File: src/design/ulcg_pkg.sv
package ulcg_pkg;

  // Generator constants
  localparam logic [30:0] LCG_MOD  = 31'h7FFF_FFFF;
  localparam logic [14:0] LCG_MULT = 15'd16807;
  localparam logic [30:0] SEED_RST = 31'd1;

  // Operation codes
  localparam logic OP_DRAW = 1'b0;
  localparam logic OP_LOAD = 1'b1;

  // Configuration register indexes and reset values
  localparam int          CFG_IDX_W = 1;
  localparam logic [CFG_IDX_W-1:0] CFG_LOWER = 1'b0;
  localparam logic [CFG_IDX_W-1:0] CFG_UPPER = 1'b1;
  localparam logic [31:0] LOWER_RST = 32'sd0;
  localparam logic [31:0] UPPER_RST = 32'sd255;

  // Queue between front and back
  localparam int QDEPTH = 2;
  localparam int QPTR_W = (QDEPTH > 1) ? $clog2(QDEPTH) : 1;
  localparam int QCNT_W = $clog2(QDEPTH + 1);

  typedef struct packed {
    logic        draw;
    logic        err;
    logic [30:0] seed;
  } q_entry_t;

  typedef struct packed {
    logic full;
    logic empty;
  } q_status_t;

endpackage

File: src/design/uniform_integer_lcg_generator_core.sv
// Minimal-standard multiplicative congruential generator (multiplier 16807,
// modulus 2^31-1) with a uniform integer mapping into [lower, upper], bounds in either order. Each
// transaction on the input gives exactly one result: a draw advances the
// seed and returns it with lower + floor(seed*span/2^31); a load replaces the
// seed (zero or 2^31-1 is refused and flagged). The front accepts one
// transaction per cycle into a two-entry queue while it has room. The back
// takes a load or a flagged draw straight to DONE and steps a draw through
// MUL0, MUL1, SUM and DONE, as the single 31x17 multiplier forms the 64-bit
// product in two halves before the add that follows. It takes no new entry
// until the last result has gone into the output register. Write the bound
// registers only while the block is idle.
module uniform_integer_lcg_generator_core import ulcg_pkg::*; (
  input  logic                 clk,
  input  logic                 rst_n,
  input  logic                 cfg_we,
  input  logic [CFG_IDX_W-1:0] cfg_index,
  input  logic [31:0]          cfg_wdata,
  input  logic                 in_valid,
  output logic                 in_ready,
  input  logic                 in_operation,
  input  logic [30:0]          in_seed_value,
  output logic                 out_valid,
  input  logic                 out_ready,
  output logic signed [31:0]   out_random_value,
  output logic [30:0]          out_unit_fraction,
  output logic                 out_seed_error
);

  logic [31:0] lower_r;
  logic [31:0] upper_r;
  logic        q_push;
  logic        q_pop;
  q_entry_t    q_in;
  q_entry_t    q_head;
  q_status_t   q_status;
  logic [31:0] rand_u;

  // Configuration registers
  always_ff @(posedge clk) begin
    if (!rst_n) begin
      lower_r <= LOWER_RST;
      upper_r <= UPPER_RST;
    end else if (cfg_we) begin
      unique case (cfg_index)
        CFG_LOWER: lower_r <= cfg_wdata;
        CFG_UPPER: upper_r <= cfg_wdata;
        default: ;
      endcase
    end
  end

  ulcg_front u_front (
    .clk           (clk),
    .rst_n         (rst_n),
    .in_valid      (in_valid),
    .in_ready      (in_ready),
    .in_operation  (in_operation),
    .in_seed_value (in_seed_value),
    .q_status      (q_status),
    .q_push        (q_push),
    .q_entry       (q_in)
  );

  ulcg_queue u_queue (
    .clk        (clk),
    .rst_n      (rst_n),
    .push       (q_push),
    .push_entry (q_in),
    .pop        (q_pop),
    .head       (q_head),
    .status     (q_status)
  );

  ulcg_back u_back (
    .clk               (clk),
    .rst_n             (rst_n),
    .lower_bound       (lower_r),
    .upper_bound       (upper_r),
    .head              (q_head),
    .q_status          (q_status),
    .q_pop             (q_pop),
    .out_valid         (out_valid),
    .out_ready         (out_ready),
    .out_random_value  (rand_u),
    .out_unit_fraction (out_unit_fraction),
    .out_seed_error    (out_seed_error)
  );

  assign out_random_value = $signed(rand_u);

endmodule

File: src/design/ulcg_front.sv
module ulcg_front import ulcg_pkg::*; (
  input  logic        clk,
  input  logic        rst_n,
  input  logic        in_valid,
  output logic        in_ready,
  input  logic        in_operation,
  input  logic [30:0] in_seed_value,
  input  q_status_t   q_status,
  output logic        q_push,
  output q_entry_t    q_entry
);

  logic [30:0] seed_r;
  logic [30:0] seed_nxt;
  logic [45:0] prod;
  logic [31:0] fold;
  logic [30:0] adv;

  assign in_ready = !q_status.full;
  assign q_push   = in_valid && in_ready;

  // Advance the seed: constant multiply, then fold the top bits back (2^31 = 1 mod M)
  assign prod = 46'(seed_r) * 46'(LCG_MULT);
  assign fold = {1'b0, prod[30:0]} + 32'(prod[45:31]);
  assign adv  = (fold >= {1'b0, LCG_MOD}) ? 31'(fold - {1'b0, LCG_MOD}) : fold[30:0];

  // Classify the transaction and work out the next seed
  always_comb begin
    seed_nxt      = seed_r;
    q_entry.draw  = 1'b0;
    q_entry.err   = 1'b0;
    q_entry.seed  = seed_r;
    if (in_operation == OP_LOAD) begin
      if ((in_seed_value == 31'd0) || (in_seed_value == LCG_MOD)) begin
        q_entry.err = 1'b1;
      end else begin
        seed_nxt = in_seed_value;
      end
      q_entry.seed = seed_nxt;
    end else if (seed_r == 31'd0) begin
      q_entry.draw = 1'b1;
      q_entry.err  = 1'b1;
      q_entry.seed = 31'd0;
    end else begin
      seed_nxt     = adv;
      q_entry.draw = 1'b1;
      q_entry.seed = adv;
    end
  end

  // Hold the seed between transactions
  always_ff @(posedge clk) begin
    if (!rst_n) begin
      seed_r <= SEED_RST;
    end else if (q_push) begin
      seed_r <= seed_nxt;
    end
  end

  a_load_takes: assert property (@(posedge clk) disable iff (!rst_n)
    (q_push && (in_operation == OP_LOAD) && (in_seed_value != 31'd0) &&
     (in_seed_value != LCG_MOD)) |=> (seed_r == $past(in_seed_value)))
    else $error("valid seed load not taken");

endmodule

File: src/design/ulcg_queue.sv
module ulcg_queue import ulcg_pkg::*; (
  input  logic      clk,
  input  logic      rst_n,
  input  logic      push,
  input  q_entry_t  push_entry,
  input  logic      pop,
  output q_entry_t  head,
  output q_status_t status
);

  q_entry_t            mem_r [QDEPTH];
  logic [QPTR_W-1:0]   wr_ptr_r;
  logic [QPTR_W-1:0]   rd_ptr_r;
  logic [QCNT_W-1:0]   count_r;

  assign status.full  = (count_r == QCNT_W'(QDEPTH));
  assign status.empty = (count_r == '0);
  assign head         = mem_r[rd_ptr_r];

  function automatic logic [QPTR_W-1:0] ptr_inc(input logic [QPTR_W-1:0] p);
    return (p == QPTR_W'(QDEPTH - 1)) ? '0 : p + 1'b1;
  endfunction

  // Store entries
  always_ff @(posedge clk) begin
    if (push) begin
      mem_r[wr_ptr_r] <= push_entry;
    end
  end

  // Advance pointers and occupancy
  always_ff @(posedge clk) begin
    if (!rst_n) begin
      wr_ptr_r <= '0;
      rd_ptr_r <= '0;
      count_r  <= '0;
    end else begin
      if (push) wr_ptr_r <= ptr_inc(wr_ptr_r);
      if (pop)  rd_ptr_r <= ptr_inc(rd_ptr_r);
      if (push && !pop)      count_r <= count_r + 1'b1;
      else if (pop && !push) count_r <= count_r - 1'b1;
    end
  end

  a_empty_ptrs: assert property (@(posedge clk) disable iff (!rst_n)
    (count_r == '0) |-> (wr_ptr_r == rd_ptr_r))
    else $error("queue empty but pointers differ");

  a_no_overflow: assert property (@(posedge clk) disable iff (!rst_n)
    (status.full && !pop) |=> (count_r == QCNT_W'(QDEPTH)))
    else $error("queue occupancy lost while full");

endmodule

File: src/design/ulcg_back.sv
module ulcg_back import ulcg_pkg::*; (
  input  logic        clk,
  input  logic        rst_n,
  input  logic [31:0] lower_bound,
  input  logic [31:0] upper_bound,
  input  q_entry_t    head,
  input  q_status_t   q_status,
  output logic        q_pop,
  output logic        out_valid,
  input  logic        out_ready,
  output logic [31:0] out_random_value,
  output logic [30:0] out_unit_fraction,
  output logic        out_seed_error
);

  localparam logic [2:0] ST_IDLE = 3'd0;
  localparam logic [2:0] ST_MUL0 = 3'd1;
  localparam logic [2:0] ST_MUL1 = 3'd2;
  localparam logic [2:0] ST_SUM  = 3'd3;
  localparam logic [2:0] ST_DONE = 3'd4;

  logic [2:0]  state_r;
  logic [2:0]  state_nxt;
  logic [30:0] seed_r;
  logic        err_r;
  logic [31:0] lo_c;
  logic [31:0] hi_c;
  logic [31:0] lo_r;
  logic [32:0] span_r;
  logic [47:0] p0_r;
  logic [47:0] p1_r;
  logic [31:0] value_r;
  logic        out_valid_r;
  logic [31:0] out_random_r;
  logic [30:0] out_frac_r;
  logic        out_err_r;
  logic [16:0] mul_b;
  logic [47:0] mul_p;
  logic [63:0] total;
  logic        out_load;

  assign q_pop    = (state_r == ST_IDLE) && !q_status.empty;
  assign out_load = (state_r == ST_DONE) && (!out_valid_r || out_ready);

  assign out_valid         = out_valid_r;
  assign out_random_value  = out_random_r;
  assign out_unit_fraction = out_frac_r;
  assign out_seed_error    = out_err_r;

  // Order the bounds, then register the low end and the span in the cycle after the bound registers change
  assign lo_c = ($signed(upper_bound) < $signed(lower_bound)) ? upper_bound : lower_bound;
  assign hi_c = ($signed(upper_bound) < $signed(lower_bound)) ? lower_bound : upper_bound;

  always_ff @(posedge clk) begin
    lo_r   <= lo_c;
    span_r <= {hi_c[31], hi_c} - {lo_c[31], lo_c} + 33'd1;
  end

  // One shared multiplier takes the span in a low and a high half
  assign mul_b = (state_r == ST_MUL0) ? {1'b0, span_r[15:0]} : span_r[32:16];
  assign mul_p = 48'(seed_r) * 48'(mul_b);
  assign total = {p1_r, 16'd0} + {16'd0, p0_r};

  // Sequence one transaction
  always_comb begin
    state_nxt = state_r;
    unique case (state_r)
      ST_IDLE: begin
        if (!q_status.empty) begin
          state_nxt = (head.draw && !head.err) ? ST_MUL0 : ST_DONE;
        end
      end
      ST_MUL0: state_nxt = ST_MUL1;
      ST_MUL1: state_nxt = ST_SUM;
      ST_SUM:  state_nxt = ST_DONE;
      ST_DONE: if (out_load) state_nxt = ST_IDLE;
      default: state_nxt = ST_IDLE;
    endcase
  end

  always_ff @(posedge clk) begin
    if (!rst_n) begin
      state_r <= ST_IDLE;
    end else begin
      state_r <= state_nxt;
    end
  end

  // Datapath; the offset is always below the span, so the sum stays within bounds
  always_ff @(posedge clk) begin
    if (q_pop) begin
      seed_r  <= head.seed;
      err_r   <= head.err;
      value_r <= 32'd0;
    end
    if (state_r == ST_MUL0) p0_r <= mul_p;
    if (state_r == ST_MUL1) p1_r <= mul_p;
    if (state_r == ST_SUM)  value_r <= lo_r + total[62:31];
  end

  // Output register
  always_ff @(posedge clk) begin
    if (!rst_n) begin
      out_valid_r <= 1'b0;
    end else if (out_load) begin
      out_valid_r <= 1'b1;
    end else if (out_ready) begin
      out_valid_r <= 1'b0;
    end
  end

  always_ff @(posedge clk) begin
    if (out_load) begin
      out_random_r <= value_r;
      out_frac_r   <= seed_r;
      out_err_r    <= err_r;
    end
  end

  a_done_shows: assert property (@(posedge clk) disable iff (!rst_n)
    out_load |=> out_valid_r)
    else $error("finished transaction not presented");

  a_err_zero: assert property (@(posedge clk) disable iff (!rst_n)
    (out_valid_r && out_err_r) |-> (out_random_r == 32'd0))
    else $error("seed error with non-zero value");

  a_pop_idle: assert property (@(posedge clk) disable iff (!rst_n)
    q_pop |=> (state_r == ST_MUL0 || state_r == ST_DONE))
    else $error("popped entry not sequenced");

endmodule

File: config.mk
export PLATFORM = sky130hd
export DESIGN_NAME = uniform_integer_lcg_generator_core
export DESIGN_NICKNAME = d
export VERILOG_FILES = /design/src/design/ulcg_pkg.sv /design/src/design/uniform_integer_lcg_generator_core.sv /design/src/design/ulcg_front.sv /design/src/design/ulcg_queue.sv /design/src/design/ulcg_back.sv
export SDC_FILE = /design/constraint.sdc
export NUM_CORES = 2
export LEC_CHECK = 0
export BUFFER_PORTS_ARGS = -buffer_cell sky130_fd_sc_hd__buf_2
export CELL_PAD_IN_SITES_DETAIL_PLACEMENT = 1
export CELL_PAD_IN_SITES_GLOBAL_PLACEMENT = 2
export CORE_AREA = 2 2 390 315
export CTS_BUF_LIST = sky130_fd_sc_hd__clkbuf_8
export CTS_CLUSTER_DIAMETER = 100
export DETAILED_ROUTE_END_ITERATION = 6
export DIE_AREA = 0 0 392 317
export PLACE_DENSITY = 0.79
export RECOVER_POWER = 50
export SLEW_MARGIN = 20
export SYNTH_ARGS = -nofsm -noshare
export SYNTH_HDL_FRONTEND = slang
export SYNTH_SLANG_ARGS = --single-unit
File: constraint.sdc
create_clock -name clk -period 9.3 [get_ports clk]
set_input_delay 2.325 -clock clk [delete_from_list [all_inputs] [get_ports clk]]
set_output_delay 2.325 -clock clk [all_outputs]
set_load 0.005 [all_outputs]
# --- Yosys cells after proc, flatten, opt, wreduce, memory -nomap -nowiden ---
# Memory sizes are Yosys's and may differ from the RTL's. A register that Yosys moved wholly into a read port is not among the register bits.
# Cells that the tools add are included.
classes:
  n_mux: 28
  reduce_logical: 25
  eq_ne: 9
  n_bitwise: 1
  magnitude_cmp: 2
  mul: 2
  n_addsub: 10
ops:
  columns: ["operator", "n"]
  rows:
  - ["$mux 32", 5]
  - ["$mux 31", 5]
  - ["$add 63x48->63", 1]
  - ["$logic_not 31->1", 2]
  - ["$mul 31x17->48", 1]
  - ["$mul 31x15->46 const B", 1]
  - ["$add 33x1->33 const B", 1]
  - ["$sub 32x32->33", 1]
  - ["$add 31x15->32", 1]
  - ["$add 32x32->32", 1]
  - ["$ge 32x31->1 const B", 1]
  - ["$lt 32x32->1", 1]
  - ["$eq 31x31->1 const B", 1]
  - ["$sub 31x31->31 const B", 1]
  - ["$mux 17", 1]
  - ["$pmux 3 s5", 1]
  - ["$mux 1", 11]
  - ["$mux 3", 3]
  - ["$reduce_and 2->1", 4]
  - ["$eq 3x2->1 const B", 2]
  - ["$logic_and 1x1->1", 6]
  - ["$logic_not 1->1", 6]
  - ["$reduce_bool 2->1", 3]
  - ["$mux 2", 2]
  - ["12 further kinds", 15]
word_totals:
  mem_count: 1
  ramBits: 66
  register_bits: 391
  out_inout_bits: 66
  inputBits: 70
  elab_cells: 96
mem_list:
  columns: ["name", "depth", "word_bits", "rd", "rd_ports_with_merged_regs", "wr", "line", "source"]
  rows:
  - ["u_queue.mem_r", 2, 33, 1, 1, 1, "ulcg_queue.sv:11", "q_entry_t mem_r [QDEPTH];"]

# --- Depth between registers and ports, before layout ---
depth:
  depth_word: 7
  depth_mapped: 44
  mapped_depth_nobuf: 40

# --- Hierarchy ---
# From an unflattened synthesis, not the netlist that was laid out.
hier_totals:
  cells_unflattened: 4970
  area_unflattened_um2: 48162.4
by_module_without_submodules:
  columns: ["mod", "area_each_um2", "seq_area_each_um2", "instances", "cells_per_inst"]
  rows:
  - ["ulcg_back", 30965.9, 7597.3, 1, 3128]
  - ["ulcg_front", 12114.1, 620.6, 1, 1462]
  - ["ulcg_queue", 2592.5, 2082.0, 1, 125]
  - ["uniform_integer_lcg_generator_core", 2489.9, 1281.2, 1, 255]

# --- Worst setup path after synthesis ---
# Ideal clock, no wire load.
synth_timing:
  path_type: "register -> register"
  from: "register u_front.seed_r[22]"
  to: "memory u_queue.mem_r[0][15] (netlist name) (data pin)"
  period_less_slack_ns: 9.605
  setup_slack_ns: -0.305
  path_stages_with_launch: 41
  setup_ns: 0.274
  t_arrival_ns: 9.331
  required_time_ns: 9.026
  path_buffers: 1
  cell_sequence: "dfxtp_1 inv_1 fa_1 inv_1 ha_1 inv_1 fa_1 inv_1 fa_1 fa_1 inv_1 fa_1 inv_1 ha_1 a211o_1 a221o_1 a211oi_1 o31ai_1 [5 not listed] o31ai_1 o41ai_1 xnor2_1 ha_1 clkbuf_1 nand2_1 a21oi_1 o21ai_0 a31oi_1 o22ai_2 nor3_1 a31oi_1 o32a_1 or3_1 nor3_4 nand2_1 o21ai_2 o21ai_0"
synth_lines:
  columns: ["item", "line", "source"]
  rows:
  - ["start, declared", "ulcg_front.sv:13", "logic [30:0] seed_r;"]
  - ["start signal, assigned", "ulcg_front.sv:56", "seed_r <= seed_nxt;"]
  - ["end, declared", "ulcg_queue.sv:11", null]

# --- Worst setup path in the final report ---
layout_timing:
  from: "register u_front.seed_r[17]"
  to: "register u_front.seed_r[28]"
layout_between:
  elab_chain_cells: 6
  elab_cells_between_ends: 10
  cone_classes: "2 x add/sub; 1 x mul; 1 x order compare; 1 x eq/ne; 3 x mux; 2 x reduce/logical"
layout_rtl:
  columns: ["item", "line", "source"]
  rows:
  - ["$mul 31x15->46", "ulcg_front.sv:23", "assign prod = 46'(seed_r) * 46'(LCG_MULT);"]
  - ["$add 31x15->32", "ulcg_front.sv:24", "assign fold = {1'b0, prod[30:0]} + 32'(prod[45:31]);"]
  - ["$sub 31x31->31 or $ge 32x31->1 (tied branches)", "ulcg_front.sv:25", "assign adv = (fold >= {1'b0, LCG_MOD}) ? 31'(fold - {1'b0, LCG_MOD}) : fold[30:0];"]
  - ["$mux 31", "ulcg_front.sv:25", null]
  - ["$mux 31", "ulcg_front.sv:40", "end else if (seed_r == 31'd0) begin"]
  - ["$mux 31", "ulcg_front.sv:33", "if (in_operation == OP_LOAD) begin"]
# Several ways; a longest one is shown, not always the timed one. The select of a mux whose other input is x is not followed.
# A chain may end at the register's enable or synchronous reset.

==> flow_summary.json <==
{
  "grt_pass1_vias": 39294,
  "setup_viol": 76,
  "die_w_um": 392,
  "synth_nets": 6032,
  "slowest_delay_ns": 0.59,
  "area_growth_pct": 16.8,
  "hpwlAfterDp_mm": 125,
  "cts_tree": "built",
  "synthDistinctLibCells": 98,
  "violations": "capacitance limit, slew limit, setup timing",
  "root_buffer": "clkbuf_8",
  "drive_above_1_share_pct": 16.3,
  "ios": 136,
  "worstSetupPathType": "reg2reg",
  "clock_path_buffers": 3,
  "required_ns": 9.87,
  "drv_slew": 345,
  "grt_start_max_net_pins": 73,
  "remaining_drc_errors": 0,
  "htreeDepth": 3,
  "portBuffers": 135,
  "fin_ws_ns": -0.215,
  "antenna_found_initial": 7,
  "fin_nets": 6457,
  "place_congestion": 0.917,
  "most-common-layout-cells": "inv_1 (798), nand2_1 (749), fa_1 (565), ha_1 (446), buf_4 (355)",
  "drt_iter0_markers": 1941,
  "status": "finished with violations",
  "grt_pass1_wl_mm": 235,
  "hold_buffers": 0,
  "crit_path_start_kind": "flip-flop",
  "syn-cell-area_um2": 46600,
  "syn-mean-instance-area_um2": 9.46,
  "skew_ns": 0.0670,
  "cp_max_fo": 7,
  "synthFlopType": "edfxtp_1",
  "synth_enable_flop_cells": 273,
  "maxSlewHeadroom_pct": -84.4,
  "initial_utilization_pct": 38.8,
  "hold_viol": 0,
  "cap_violations": 10,
  "rsz0062_at_grt": "true",
  "fin_crit_ns": 9.52,
  "grt_use_total_pct": 24.9,
  "yosysTopAreaCell": "fa_1",
  "die_area_um2": 124000,
  "overflow": 0,
  "netlist.area_leader.share_pct": 24.5,
  "antenna_left": 0,
  "period_share_pct": 102,
  "postPlaceCellArea_um2": 51500,
  "num_rows": 114,
  "seq_area_frac_synth_pct": 24.8,
  "fmax_mhz": 105,
  "clk_pin_slew_ns": 0.06,
  "die_y_um": 317,
  "wl_per_cell_um": 21.8,
  "syn-instance-count": 4926,
  "end_kind": "flip-flop",
  "drt-total-wl_mm": 153,
  "vias": 36529,
  "ys_ff_latch": 442,
  "cts.sinks": 442,
  "cp_slowest_cell": "fa_1",
  "via_per_inst": 5.19,
  "worst-slew-pin-transition_ns": 2.77,
  "ys.warnings.count": 0,
  "worst_path_most_repeated_cell": "fa_1",
  "fin_area_um2": 54500,
  "core_area_um2": 120000,
  "crit_arrival_ns": 10.08,
  "first_pass_iters": 5,
  "synthArstFlopShare_pct": 0,
  "yosys-top-cells-area": "fa_1 (24%), edfxtp_1 (18%), ha_1 (13%)",
  "clock_latency_ns": 0.76,
  "final_common_cell": "inv_1",
  "hold_class": "reg2reg",
  "cts_inserted_buffers": 81
}
state kept, by name, summed over array words and instances (netlist names), named ones only:
name and count:
u_front.seed_r 31, u_queue.rd_ptr_r 1, u_queue.mem_r 66, u_back.out_random_value 32, u_back.p0_r 32, u_back.state_r 3, u_back.out_seed_error 1, u_back.seed_r 31
u_back.out_unit_fraction 31, u_queue.count_r 2, upper_r 32, u_back.span_r 33, u_queue.wr_ptr_r 1, u_back.value_r 32, lower_r 32, u_back.err_r 1
u_back.lo_r 32, u_back.p1_r 47, u_back.out_valid 1
cell type report:
cell class                      count  area, um2
Fill cell                       13843      65600
Multi-Input combinational cell   3487      32400
Sequential cell                   442      11600
Timing Repair Buffer              536       3740
Inverter                          803       3030
Tap cell                         1624       2030
Clock buffer                       89       1220
Clock inverter                     59        470
Antenna cell                        1       2.50
critical path, delay by kind of cell (launching register included):
| kind | cells | cell delay, ns |
|---|---|---|
| AOI/OAI and AO/OA | 12 | 2.38 |
| xor gates and xnor gates | 1 | 0.14 |
| DFF | 1 | 0.34 |
| and+or+nand+nor | 10 | 2.04 |
| adders and majority gates | 8 | 3.52 |
| buffers and inverters | 9 | 0.94 |
cells in the mapped netlist (9+ instances only):
cell type / number
xnor2_1: 127
a21o_1: 70
clkbuf_1: 158
and3_1: 30
o211ai_1: 15
ha_1: 466
dfxtp_1: 169
nor2b_1: 120
inv_1: 801
or3_1: 24
edfxtp_1: 273
a21oi_1: 169
nand2b_1: 43
o31ai_1: 12
o21a_1: 48
o22ai_1: 40
buf_2: 9
and2_1: 67
nor4_1: 22
o21ai_1: 9
o21bai_1: 17
nor2_1: 145
mux2i_1: 21
nand4_1: 39
nand3_1: 69
nor3_1: 68
xor2_1: 51
a211oi_1: 11
a31oi_1: 31
o21ai_0: 177
buf_1: 22
a21boi_0: 63
fa_1: 570
or2_2: 9
mux2_2: 46
nand2_1: 755
routing by layer:
layer	vias up	GRT usage (%)	share of wire (%)
li1	17001	-	-
met1	18623	33.2	45
met2	701	41.6	48
met3	204	3.43	4.2
met4	0	8.94	3.4
met5	-	0	0
final timing paths:
path / from / end / slack (ns) / depth (start not counted)
min: u_back.value_r[19] / u_back.out_random_value[19] / 0.39 / 0
min reg2reg: u_back.value_r[19] / u_back.out_random_value[19] / 0.39 / 0
max: u_front.seed_r[17] / u_front.seed_r[28] / -0.22 / 40
max reg2reg: u_front.seed_r[17] / u_front.seed_r[28] / -0.22 / 40
through the flow:
stage               hold WS (ns)  TNS [ns]  setup WS [ns]  cells  utilization [%]
finish                     0.394    -10.42         -0.215   7041             45.3
global route               0.414    -39.83         -0.559   7041             45.3
CTS                        0.390     -1.17        -0.0781   7025             44.9
detailed placement         0.406    -47.20         -0.656   6855             42.9
global placement           0.408    -30.13         -0.398   6855             42.9
floorplan                  0.400         0         0.0277   4926                -
cells by family after synthesis:
| kind of cell | count (synthesis) | share of synthesized area, % |
|---|---|---|
| DFF | 442 | 24.8 |
| and+or+nand+nor | 1431 | 14.3 |
| buffers and inverters | 997 | 8.09 |
| muxes | 67 | 1.56 |
| adders and majority gates | 1036 | 37.0 |
| xor gates and xnor gates | 182 | 3.50 |
| AOI/OAI and AO/OA | 771 | 10.8 |
timing repair:
| action | in CTS | in global routing |
|---|---|---|
| setup endpoints to repair | 93 | 98 |
| pin swaps | 85 | 65 |
| buffers inserted | 22 | 16 |
| gates resized for setup | 109 | 126 |
Power is not shown: default switching activity piles up to over one toggle a cycle in this logic, so the estimate is an artifact.
